==> src/design/ncfr_pkg.sv <==
// Package: shared types, constants and the CRC-8 byte fold for the frame receiver.
`timescale 1ns / 1ps
package ncfr_pkg;

    localparam int DEFAULT_FRAME_CAPACITY = 64;
    localparam logic [7:0] BEGIN_CODE_RESET = 8'h02;
    localparam logic [7:0] END_CODE_RESET = 8'h03;
    localparam logic [7:0] CRC_POLY = 8'h8C;
    localparam logic [3:0] NIBBLE_MASK = 4'hF;

    typedef enum logic [0:0] {
        CFG_BEGIN_CODE = 1'b0,
        CFG_END_CODE   = 1'b1
    } cfg_index_t;

    typedef enum logic [2:0] {
        KIND_DATA     = 3'd0,
        KIND_GOOD     = 3'd1,
        KIND_BADCHAR  = 3'd2,
        KIND_BADCRC   = 3'd3,
        KIND_OVERFLOW = 3'd4
    } kind_t;

    typedef struct packed {
        kind_t       kind;
        logic [7:0]  value;
        logic [6:0]  frame_length;
        logic [7:0]  computed_crc;
    } result_t;

    typedef struct packed {
        logic        valid;
        logic [7:0]  rx_byte;
    } stage_t;

    function automatic logic [7:0] crc8_fold(input logic [7:0] crc_in, input logic [7:0] data);
        logic [7:0] crc;
        logic [7:0] d;
        logic       mix;
        crc = crc_in;
        d = data;
        for (int i = 0; i < 8; i++)
        begin
            mix = crc[0] ^ d[0];
            crc = {1'b0, crc[7:1]};
            if (mix)
            begin
                crc = crc ^ CRC_POLY;
            end
            d = {1'b0, d[7:1]};
        end
        return crc;
    endfunction

endpackage

==> src/design/ncfr_in_if.sv <==
// Interface: input channel carrying one raw line byte per word.
`timescale 1ns / 1ps
interface ncfr_in_if;
    logic       valid;
    logic       ready;
    logic [7:0] rx_byte;

    modport source (output valid, output rx_byte, input ready);
    modport sink (input valid, input rx_byte, output ready);
endinterface

==> src/design/ncfr_out_if.sv <==
// Interface: output channel carrying one decoded result per word.
`timescale 1ns / 1ps
interface ncfr_out_if;
    logic       valid;
    logic       ready;
    logic [2:0] kind;
    logic [7:0] value;
    logic [6:0] frame_length;
    logic [7:0] computed_crc;

    modport source (output valid, output kind, output value, output frame_length,
                    output computed_crc, input ready);
    modport sink (input valid, input kind, input value, input frame_length,
                  input computed_crc, output ready);
endinterface

==> src/design/ncfr_in_stage.sv <==
// Input register: captures one line byte and holds it until the decoder advances.
`timescale 1ns / 1ps
module ncfr_in_stage (
    input  logic            clk,
    input  logic            rst_n,
    ncfr_in_if.sink         in_ch,
    input  logic            drain,
    output ncfr_pkg::stage_t stage
);
    import ncfr_pkg::*;

    logic       valid_reg;
    logic       valid_next;
    logic [7:0] byte_reg;
    logic       load;

    assign in_ch.ready = !valid_reg || drain;
    assign load = in_ch.valid && in_ch.ready;

    always_comb
    begin
        valid_next = valid_reg;
        if (load)
        begin
            valid_next = 1'b1;
        end
        else if (drain)
        begin
            valid_next = 1'b0;
        end
    end

    always_ff @(posedge clk or negedge rst_n)
    begin
        if (!rst_n)
        begin
            valid_reg <= 1'b0;
        end
        else
        begin
            valid_reg <= valid_next;
        end
    end

    always_ff @(posedge clk)
    begin
        if (load)
        begin
            byte_reg <= in_ch.rx_byte;
        end
    end

    assign stage.valid = valid_reg;
    assign stage.rx_byte = byte_reg;
endmodule

==> src/design/ncfr_core.sv <==
// Frame decoder: framing state, nibble check, byte count and running CRC.
`timescale 1ns / 1ps
module ncfr_core #(
    parameter int FRAME_CAPACITY = ncfr_pkg::DEFAULT_FRAME_CAPACITY
) (
    input  logic             clk,
    input  logic             rst_n,
    input  ncfr_pkg::stage_t stage,
    input  logic             advance,
    input  logic [7:0]       begin_code,
    input  logic [7:0]       end_code,
    output logic             res_valid,
    output ncfr_pkg::result_t res
);
    import ncfr_pkg::*;

    localparam int CNT_W = $clog2(FRAME_CAPACITY + 1);
    localparam logic [CNT_W-1:0] CAPACITY = CNT_W'(FRAME_CAPACITY);

    logic             in_frame_reg, in_frame_next;
    logic             end_seen_reg, end_seen_next;
    logic             expect_high_reg, expect_high_next;
    logic [3:0]       high_nibble_reg, high_nibble_next;
    logic [CNT_W-1:0] count_reg, count_next;
    logic [7:0]       crc_reg, crc_next;

    logic [7:0] b;
    logic [3:0] nib;
    logic [7:0] full;

    assign b = stage.rx_byte;
    assign nib = b[7:4];
    assign full = {high_nibble_reg, nib};

    always_comb
    begin
        in_frame_next = in_frame_reg;
        end_seen_next = end_seen_reg;
        expect_high_next = expect_high_reg;
        high_nibble_next = high_nibble_reg;
        count_next = count_reg;
        crc_next = crc_reg;
        res_valid = 1'b0;
        res.kind = KIND_DATA;
        res.value = b;
        res.frame_length = 7'(count_reg);
        res.computed_crc = crc_reg;
        priority if (b == 8'd0)
        begin
        end
        else if (b == begin_code)
        begin
            in_frame_next = 1'b1;
            end_seen_next = 1'b0;
            expect_high_next = 1'b1;
            count_next = '0;
            crc_next = '0;
        end
        else if (b == end_code)
        begin
            end_seen_next = 1'b1;
        end
        else if (!in_frame_reg)
        begin
        end
        else if (nib != (b[3:0] ^ NIBBLE_MASK))
        begin
            res_valid = 1'b1;
            res.kind = KIND_BADCHAR;
            in_frame_next = 1'b0;
            end_seen_next = 1'b0;
            count_next = '0;
            crc_next = '0;
        end
        else if (expect_high_reg)
        begin
            high_nibble_next = nib;
            expect_high_next = 1'b0;
        end
        else
        begin
            expect_high_next = 1'b1;
            res_valid = 1'b1;
            res.value = full;
            if (end_seen_reg)
            begin
                res.kind = (full == crc_reg) ? KIND_GOOD : KIND_BADCRC;
                in_frame_next = 1'b0;
                end_seen_next = 1'b0;
                count_next = '0;
                crc_next = '0;
            end
            else if (count_reg < CAPACITY)
            begin
                count_next = count_reg + CNT_W'(1);
                crc_next = crc8_fold(crc_reg, full);
                res.kind = KIND_DATA;
                res.frame_length = 7'(count_next);
                res.computed_crc = crc_next;
            end
            else
            begin
                res.kind = KIND_OVERFLOW;
                in_frame_next = 1'b0;
                end_seen_next = 1'b0;
                count_next = '0;
                crc_next = '0;
            end
        end
    end

    always_ff @(posedge clk or negedge rst_n)
    begin
        if (!rst_n)
        begin
            in_frame_reg <= 1'b0;
            end_seen_reg <= 1'b0;
            expect_high_reg <= 1'b0;
            high_nibble_reg <= '0;
            count_reg <= '0;
            crc_reg <= '0;
        end
        else if (advance)
        begin
            in_frame_reg <= in_frame_next;
            end_seen_reg <= end_seen_next;
            expect_high_reg <= expect_high_next;
            high_nibble_reg <= high_nibble_next;
            count_reg <= count_next;
            crc_reg <= crc_next;
        end
    end
endmodule

==> src/design/ncfr_out_stage.sv <==
// Result register: holds one result word until the sink takes it.
`timescale 1ns / 1ps
module ncfr_out_stage (
    input  logic              clk,
    input  logic              rst_n,
    input  logic              advance,
    input  logic              res_valid,
    input  ncfr_pkg::result_t res,
    output logic              can_take,
    ncfr_out_if.source        out_ch
);
    import ncfr_pkg::*;

    logic    valid_reg;
    logic    valid_next;
    result_t res_reg;

    assign can_take = !valid_reg || out_ch.ready;

    always_comb
    begin
        valid_next = valid_reg;
        if (advance)
        begin
            valid_next = res_valid;
        end
        else if (out_ch.ready)
        begin
            valid_next = 1'b0;
        end
    end

    always_ff @(posedge clk or negedge rst_n)
    begin
        if (!rst_n)
        begin
            valid_reg <= 1'b0;
        end
        else
        begin
            valid_reg <= valid_next;
        end
    end

    always_ff @(posedge clk)
    begin
        if (advance && res_valid)
        begin
            res_reg <= res;
        end
    end

    assign out_ch.valid = valid_reg;
    assign out_ch.kind = res_reg.kind;
    assign out_ch.value = res_reg.value;
    assign out_ch.frame_length = res_reg.frame_length;
    assign out_ch.computed_crc = res_reg.computed_crc;
endmodule

==> src/design/nibble_complement_frame_receiver.sv <==
// Top level: nibble-complement frame receiver with CRC-8 check.
//
//   channel   direction  word
//   in_ch     in         rx_byte
//   out_ch    out        kind, value, frame_length, computed_crc
//   cfg_*     in         index 0 begin_code, index 1 end_code
//
// One byte per cycle sustained while the output is not stalled; a byte passes from input
// to result register (input register, then decode and CRC fold into the result register).
// Reset clears framing state, count and CRC and loads codes 0x02 and 0x03.
// A stalled output holds the result; the input register keeps one byte meanwhile.
`timescale 1ns / 1ps
module nibble_complement_frame_receiver #(
    parameter int FRAME_CAPACITY = ncfr_pkg::DEFAULT_FRAME_CAPACITY
) (
    input  logic        clk,
    input  logic        rst_n,
    ncfr_in_if.sink     in_ch,
    ncfr_out_if.source  out_ch,
    input  logic        cfg_we,
    input  logic [0:0]  cfg_index,
    input  logic [7:0]  cfg_data
);
    import ncfr_pkg::*;

    logic [7:0] begin_code_reg;
    logic [7:0] end_code_reg;
    stage_t     stage;
    logic       can_take;
    logic       advance;
    logic       res_valid;
    result_t    res;

    always_ff @(posedge clk or negedge rst_n)
    begin
        if (!rst_n)
        begin
            begin_code_reg <= BEGIN_CODE_RESET;
            end_code_reg <= END_CODE_RESET;
        end
        else if (cfg_we)
        begin
            unique case (cfg_index_t'(cfg_index))
                CFG_BEGIN_CODE: begin_code_reg <= cfg_data;
                CFG_END_CODE:   end_code_reg <= cfg_data;
                default:        ;
            endcase
        end
    end

    assign advance = stage.valid && can_take;

    ncfr_in_stage u_in_stage (
        .clk   (clk),
        .rst_n (rst_n),
        .in_ch (in_ch),
        .drain (can_take),
        .stage (stage)
    );

    ncfr_core #(
        .FRAME_CAPACITY (FRAME_CAPACITY)
    ) u_core (
        .clk        (clk),
        .rst_n      (rst_n),
        .stage      (stage),
        .advance    (advance),
        .begin_code (begin_code_reg),
        .end_code   (end_code_reg),
        .res_valid  (res_valid),
        .res        (res)
    );

    ncfr_out_stage u_out_stage (
        .clk       (clk),
        .rst_n     (rst_n),
        .advance   (advance),
        .res_valid (res_valid),
        .res       (res),
        .can_take  (can_take),
        .out_ch    (out_ch)
    );
endmodule

==> src/flat_wrapper.sv <==
// flat-port wrapper written by rule: the top's interface ports become plain ports
module nibble_complement_frame_receiver_flat import ncfr_pkg::*;
#(
    parameter int FRAME_CAPACITY = ncfr_pkg::DEFAULT_FRAME_CAPACITY
)
  (clk, rst_n, cfg_we, cfg_index, cfg_data, in_ch_valid, in_ch_rx_byte, in_ch_ready, out_ch_valid, out_ch_kind, out_ch_value, out_ch_frame_length, out_ch_computed_crc, out_ch_ready);
  ncfr_in_if in_ch_i ();
  ncfr_out_if out_ch_i ();
  input  logic clk;
  input  logic rst_n;
  input  logic cfg_we;
  input  logic [0:0] cfg_index;
  input  logic [7:0] cfg_data;
  input wire logic [$bits(in_ch_i.valid)-1:0] in_ch_valid;
  input wire logic [$bits(in_ch_i.rx_byte)-1:0] in_ch_rx_byte;
  output wire logic [$bits(in_ch_i.ready)-1:0] in_ch_ready;
  output wire logic [$bits(out_ch_i.valid)-1:0] out_ch_valid;
  output wire logic [$bits(out_ch_i.kind)-1:0] out_ch_kind;
  output wire logic [$bits(out_ch_i.value)-1:0] out_ch_value;
  output wire logic [$bits(out_ch_i.frame_length)-1:0] out_ch_frame_length;
  output wire logic [$bits(out_ch_i.computed_crc)-1:0] out_ch_computed_crc;
  input wire logic [$bits(out_ch_i.ready)-1:0] out_ch_ready;
  assign in_ch_i.valid = in_ch_valid;
  assign in_ch_i.rx_byte = in_ch_rx_byte;
  assign in_ch_ready = in_ch_i.ready;
  assign out_ch_valid = out_ch_i.valid;
  assign out_ch_kind = out_ch_i.kind;
  assign out_ch_value = out_ch_i.value;
  assign out_ch_frame_length = out_ch_i.frame_length;
  assign out_ch_computed_crc = out_ch_i.computed_crc;
  assign out_ch_i.ready = out_ch_ready;
  nibble_complement_frame_receiver #(.FRAME_CAPACITY(FRAME_CAPACITY)) u_core (.clk(clk), .rst_n(rst_n), .in_ch(in_ch_i), .out_ch(out_ch_i), .cfg_we(cfg_we), .cfg_index(cfg_index), .cfg_data(cfg_data));
endmodule
==> config.mk <==
export PLATFORM = sky130hd
export DESIGN_NAME = nibble_complement_frame_receiver_flat
export DESIGN_NICKNAME = d
export VERILOG_FILES = /design/src/design/ncfr_pkg.sv /design/src/design/ncfr_in_if.sv /design/src/design/ncfr_out_if.sv /design/src/design/ncfr_in_stage.sv /design/src/design/ncfr_core.sv /design/src/design/ncfr_out_stage.sv /design/src/design/nibble_complement_frame_receiver.sv /design/src/flat_wrapper.sv
export SDC_FILE = /design/constraint.sdc
export NUM_CORES = 1
export LEC_CHECK = 0
export ABC_AREA = 1
export ABC_CLOCK_PERIOD_IN_PS = 2550
export BUFFER_PORTS_ARGS = -buffer_cell sky130_fd_sc_hd__buf_2
export CORE_MARGIN = 1.5
export CORE_UTILIZATION = 58
export DETAILED_ROUTE_END_ITERATION = 10
export GPL_TIMING_DRIVEN = 0
export PLACE_DENSITY_LB_ADDON = 0.1
export REMOVE_ABC_BUFFERS = 1
export SLEW_MARGIN = 30
export SYNTH_ARGS = -nofsm -noshare
export SYNTH_HDL_FRONTEND = slang
export SYNTH_HIERARCHICAL = 1
export SYNTH_SLANG_ARGS = --single-unit
==> constraint.sdc <==
create_clock -name clk -period 2.55 [get_ports clk]
set_input_delay 0.3825 -clock clk [delete_from_list [all_inputs] [get_ports clk]]
set_output_delay 0.3825 -clock clk [all_outputs]
set_load 0.02 [all_outputs]
Word level (Yosys, flattened, before mapping)
Cells that the tools add are included.
{"block": "totals", "register_bits": 74, "latch_bits": 0, "mem_bits_rw": 0, "mem_bits_ro": 0, "output_inout_bits": 28, "wordCells": 186, "memories": 0}
{"block": "op_classes", "n_addsub": 1, "mul": 0, "div": 0, "n_lt_le_gt_ge": 1, "eq_ne": 8, "n_shift": 0, "mux": 116, "bitwise_logic": 23, "n_reduce_logical": 21}
{"cell": "two-way mux 8 bit", "count": 71}
{"cell": "two-way mux 23 bit", "count": 5}
{"cell": "two-way mux 7 bit", "count": 7}
{"cell": "two-way mux 15 bit", "count": 2}
{"cell": "two-way mux 1 bit", "count": 26}
{"cell": "two-way mux 25 bit", "count": 1}
{"cell": "equality test 8 bit", "count": 3}
{"cell": "NOT 2 -> 3 bit", "count": 8}
{"cell": "AND reduction 5 bit", "count": 2}
{"cell": "logical NOT 8 bit", "count": 1}
{"cell": "bitwise XOR 1 bit", "count": 8}
{"cell": "adder 7 x 1 -> 7 bit (second input constant)", "count": 1}
{"cell": "less-than comparator 7 bit (second input constant)", "count": 1}
{"cell": "AND reduction 7 bit", "count": 1}
{"cell": "two-way mux 3 bit", "count": 2}
{"cell": "NOT 1 bit", "count": 6}
{"cell": "nonzero test 2 bit", "count": 3}
{"cell": "OR reduction 6 bit", "count": 1}
{"cell": "two-way mux 2 bit", "count": 2}
{"cell": "inequality test 2 bit (second input constant)", "count": 2}
{"cell": "inequality test 4 x 1 -> 1 bit (second input constant)", "count": 1}
{"cell": "inequality test 4 bit", "count": 1}
{"cell": "NOT 4 bit", "count": 1}
{"cell": "AND reduction 2 bit", "count": 2}
{"cell": "8 further kinds", "count": 12}

Longest topological paths before layout
{"block": "logic_depth", "ltp_word": 80, "mapped_depth": 13, "mapped_depth_nobuf": 13}

Hierarchy
The synthesis kept the hierarchy.
{"module": "ncfr_core", "n_inst": 1, "cells_each": 379, "area_each_um2": 2247.2, "seq_area_each_um2": 550.5}
{"module": "ncfr_out_stage", "n_inst": 1, "cells_each": 34, "area_each_um2": 832.0, "seq_area_each_um2": 805.8}
{"module": "nibble_complement_frame_receiver", "n_inst": 1, "cells_each": 72, "area_each_um2": 661.9, "seq_area_each_um2": 404.1}
{"module": "ncfr_in_stage", "n_inst": 1, "cells_each": 15, "area_each_um2": 292.8, "seq_area_each_um2": 265.3}

Worst setup path before layout
No wires, ideal clock.
{"block": "synth_path", "path_kind": "register to register", "start": "reg u_core.u_in_stage.byte_reg[5]", "end": "reg u_core.u_out_stage.res_reg (netlist bit u_core/u_out_stage/out_ch.computed_crc[0]) (enable)", "arrival_ps": 1855, "required_ps": 2169, "setup_slack_ps": 314, "stages_incl_launch_ff": 14, "synth_period_minus_slack_ps": 2236, "cell_sequence": "edfxtp_1 > inv_2 > nand2_1 > nand2_1 > inv_1 > nand2_1 > nor2_1 > nand2_1 > nand2_1 > nor2_1 > inv_1 > nor2_1 > nand2_1 > inv_1"}
{"block": "synth_via", "elab_chain_cells": 7, "elab_cells_between_ends": 10}
{"item": "start: declaration", "line": "ncfr_in_stage.sv:14", "source": "logic [7:0] byte_reg;"}
{"item": "start signal: assignment", "line": "ncfr_in_stage.sv:49", "source": "byte_reg <= in_ch.rx_byte;"}
{"item": "inequality test 4 bit", "line": "ncfr_core.sv:66", "source": "else if (nib != (b[3:0] ^ NIBBLE_MASK))"}
{"item": "two-way mux 1 bit", "line": "ncfr_core.sv:66"}
{"item": "two-way mux 1 bit", "line": "ncfr_core.sv:63", "source": "else if (!in_frame_reg)"}
{"item": "two-way mux 1 bit", "line": "ncfr_core.sv:59", "source": "else if (b == end_code)"}
{"item": "two-way mux 1 bit", "line": "ncfr_core.sv:51", "source": "else if (b == begin_code)"}
{"item": "two-way mux 1 bit (*)", "line": "ncfr_core.sv:48", "source": "priority if (b == 8'd0)"}
{"item": "net u_core.res_valid", "line": "nibble_complement_frame_receiver.sv:31", "source": "logic res_valid;"}
{"item": "logical AND 1 bit (*)", "line": "ncfr_out_stage.sv:47", "source": "if (advance && res_valid)"}
{"item": "end signal: assignment", "line": "ncfr_out_stage.sv:49", "source": "res_reg <= res;"}
{"item": "end: declaration", "line": "ncfr_out_stage.sv:16", "source": "result_t res_reg;"}
Mark *: on every way through the listed nets, which the timed path passes. The rest lies on a longest branch.
A chain may end at the register's enable or synchronous reset.

Final worst setup path
{"block": "layout_path", "start": "reg u_core.u_in_stage.byte_reg[5]", "end": "reg u_core.u_out_stage.res_reg (netlist bit u_core/u_out_stage/out_ch.kind[1]) (enable)"}
The elaborated chain is that of the path after synthesis.

==> impl_metrics.py <==
metrics = {
    "outcome": {
        "status": "finished, final reports clean",
    },
    "routing": {
        "wl_per_cell_um": 13.24,
        "drt-total-wl_mm": 8.515,
        "ant_nets": 0,
        "drc": 0,
        "vias_per_cell": 5.101,
        "first_pass_iters": 4,
        "drt-initial-drc-count": 183,
        "via_count": 3280,
    },
    "logic_synthesis": {
        "synthAdderAreaFrac_pct": 0.6203,
        "synth_top_family_by_area": "simple AND/OR/NAND/NOR gates",
        "synthFlopType": "dfrtp_1",
        "synth_compound_area_share_pct": 4.125,
        "synth-xor-area-share_pct": 3.908,
        "async_reset_ff_share_pct": 54.05,
        "ys_seq_area_share_pct": 50.22,
        "syn_avg_cell_area_sq_um": 8.068,
        "synthMuxAreaShare_pct": 0,
        "synth_seq_cells": 74,
        "yosys.area_share.simple_pct": 32.85,
        "synth_cells": 500,
        "synth_edf_count": 34,
        "ys_warn_count": 6,
        "synth_area_sq_um": 4034,
        "synth_cell_types": 32,
    },
    "run": {
        "maxCapViolCount": 0,
    },
    "cts": {
        "clk_pin_slew_ns": 0.08,
        "cts_tree": "built",
        "ctsHoldBuffers": 0,
        "cts_made_buffers": 9,
        "clock_path_buffers": 2,
        "clk_latency_ns": 0.35,
        "cts_root_buffer": "clkbuf_8",
        "htree_levels": 3,
        "cts.sinks": 74,
    },
    "sta": {
        "hold_viol": 0,
        "drv_slew": 0,
        "finalSetupTns_ns": 0,
        "fin_crit_sh_pct": 93.24,
        "max_freq_mhz": 420.6,
        "tightest_slew_ns": 0.6818,
        "min_period_ns": 2.378,
        "relSlewSlack_pct": 54.54,
        "fin_skew_ns": 0.009733,
        "setup_viol": 0,
        "postLayoutSetupSlackWorst_ns": 0.1725,
        "grt_setup_unrepaired": "false",
    },
    "placement": {
        "gp_congestion": 0.8839,
        "hpwlAfterDp_mm": 5.988,
        "numPortBuffers": 49,
        "dp_slack_ns": -0.2953,
    },
    "worst_setup_path": {
        "cp.required_ns": 2.62,
        "r2r_slack_ns": 0.17,
        "arrival_ns": 2.45,
        "ff2ff_path_depth": 14,
        "crit_path_start_kind": "flip-flop",
        "crit_fanout": 13,
        "end_kind": "flip-flop",
        "path_class": "flip-flop to flip-flop",
    },
    "power": {
        "power.total_w": 0.002801,
        "sw_frac_of_total_pct": 28.00,
        "seqPwrFrac_pct": 49.8,
        "leakagePower_nw": 2.421,
        "pwr-share-comb_pct": 15.2,
        "power.density_nw_per_um2": 610.3,
        "ir_drop_mv": 0.3735,
        "power.switching_w": 0.0007842,
        "clockPowerShare_pct": 35.0,
        "p_int_w": 0.002017,
    },
    "layout": {
        "seqCellArea_sq_um": 2026,
        "insertedDiodeCount": 0,
        "nets": 582,
        "finish.utilization_pct": 67.93,
        "multi_input_comb_area_sq_um": 1674,
        "n_fill_cell": 566,
        "drive_gt1_share_pct": 18.47,
        "area.growth.synth_to_final_pct": 13.77,
    },
    "floorplanning": {
        "initial_utilization_pct": 59.70,
        "rows": 30,
        "die_area_sq_um": 7464,
        "io_pins": 50,
        "die_w_um": 86.40,
        "fp.coreArea_sq_um": 6756,
        "die_h_um": 86.40,
    },
    "global_route": {
        "groute.usage.overall_pct": 24.01,
        "grt_max_degree": 41,
        "grt_overflow_total": 0,
        "antenna_found_initial": 0,
        "grt_pass1_vias": 2901,
        "grt_pass1_wl_mm": 13.74,
    },
    "worst_hold_path": {
        "hp-class": "primary input to async pin",
    },
}
[cells in the mapped netlist (2+ instances only)]
cell / instances / area [sq um]
nand2_1: 205 / 769.5
inv_1: 53 / 198.9
dfrtp_1: 37 / 925.9
nand3_1: 36 / 180.2
edfxtp_1: 34 / 1021
nor2_1: 33 / 123.9
o21ai_0: 22 / 110.1
xnor2_1: 12 / 105.1
buf_6: 6 / 67.56
xor2_1: 6 / 52.55
a21oi_1: 5 / 25.02
inv_2: 5 / 18.77
nand2_2: 5 / 31.28
nand4_1: 4 / 25.02
nor2_4: 4 / 45.04
nor3_1: 4 / 20.02
buf_4: 3 / 22.52
dfstp_2: 3 / 78.83
nand2_4: 3 / 33.78
nor2_2: 3 / 18.77
a21oi_2: 2 / 17.52
buf_2: 2 / 10.01
ha_1: 2 / 25.02
inv_4: 2 / 12.51
nand3_4: 2 / 35.03
[cell type report]
class	count	share of cell area (%)
Inverter	61	5.180
Clock buffer	11	2.863
Clock inverter	5	1.745
Timing Repair inverter	1	0.1636
Tap cell	80	2.181
Multi-Input combinational cell	354	36.48
Timing Repair Buffer	57	7.252
Sequential cell	74	44.14
[power groups by stage]
stage	Sequential, W	Clock, W	Combinational (W)
after global placement	0.00142	0	0.000400
after CTS	0.00140	0.000999	0.000416
after floorplan	0.00140	0	0.000306
after global routing	0.00140	0.00104	0.000484
after detailed placement	0.00142	0	0.000412
final	0.00139	0.000980	0.000426
[worst max-delay path: stages (launching register included)]
cell	delay (ns)
edfxtp_1	0.53
inv_2	0.18
nand2_1	0.07
nand2_1	0.08
inv_1	0.04
nand2_1	0.06
nor2_1	0.05
nand2_1	0.15
nand2_1	0.08
nor2_1	0.19
inv_1	0.09
nor2_1	0.10
nand2_1	0.18
clkinvlp_4	0.15
buf_12	0.15
[cells in the final DEF (no fill, tap or decap), types with 5 or more instances in the layout]
cell type	instances
dfrtp_1	37
buf_2	48
xnor2_1	12
nand2_1	205
a21oi_1	5
inv_2	5
edfxtp_1	34
xor2_1	6
buf_4	7
nand2_2	5
clkbuf_8	9
nand3_1	36
inv_1	52
nor2_1	33
o21ai_0	22
[what timing repair did]
item / in CTS / in global routing
pin swaps: 0 / 1
gates cloned: 1 / 0
setup endpoints to repair: 26 / 34
resized for setup: 2 / 0
buffers inserted: 0 / 8
[per-stage QoR]
stage          hold WS, ns  cell area, sq um  instances
6_report           0.01574              4589        643
2_1_floorplan      0.08691              3934        489
5_1_grt            0.05508              4589        643
3_3_place_gp        0.4618              4279        618
3_5_place_dp        0.4724              4279        618
4_1_cts             0.1868              4502        635
[logic make-up after synthesis]
kind of cell,count (synthesis)
buffers and inverters,72
DFF,74
AOI/OAI and AO/OA,31
adders and majority gates,2
xor gates and xnor gates,18
and+or+nand+nor,303
[per-layer routing]
metal	up-vias	GRT usage, %	share of wire, %
met5	-	0	0
met4	0	6.891	1.7
met3	13	5.524	4.6
met2	83	40.63	48
met1	1495	31.01	46
li1	1689	-	-
[worst paths after layout]
path	startpoint	to
worst max-delay path	u_core/u_in_stage/byte_reg[5]$_DFFE_PP_	u_core/u_out_stage/out_ch.kind[1]$_DFFE_PP_
worst min register to register	u_core/end_code_reg[0]$_DFFE_PN1P_	u_core/end_code_reg[0]$_DFFE_PN1P_
worst max register to register	u_core/u_in_stage/byte_reg[5]$_DFFE_PP_	u_core/u_out_stage/out_ch.kind[1]$_DFFE_PP_
worst min-delay path	rst_n	u_core/u_core/crc_reg[4]$_DFFE_PN0P_
min in group clk	in_ch_rx_byte[6]	u_core/u_in_stage/byte_reg[6]$_DFFE_PP_
max in group asynchronous	rst_n	u_core/end_code_reg[1]$_DFFE_PN1P_
No activity file was read; power rests on OpenSTA's default activity.
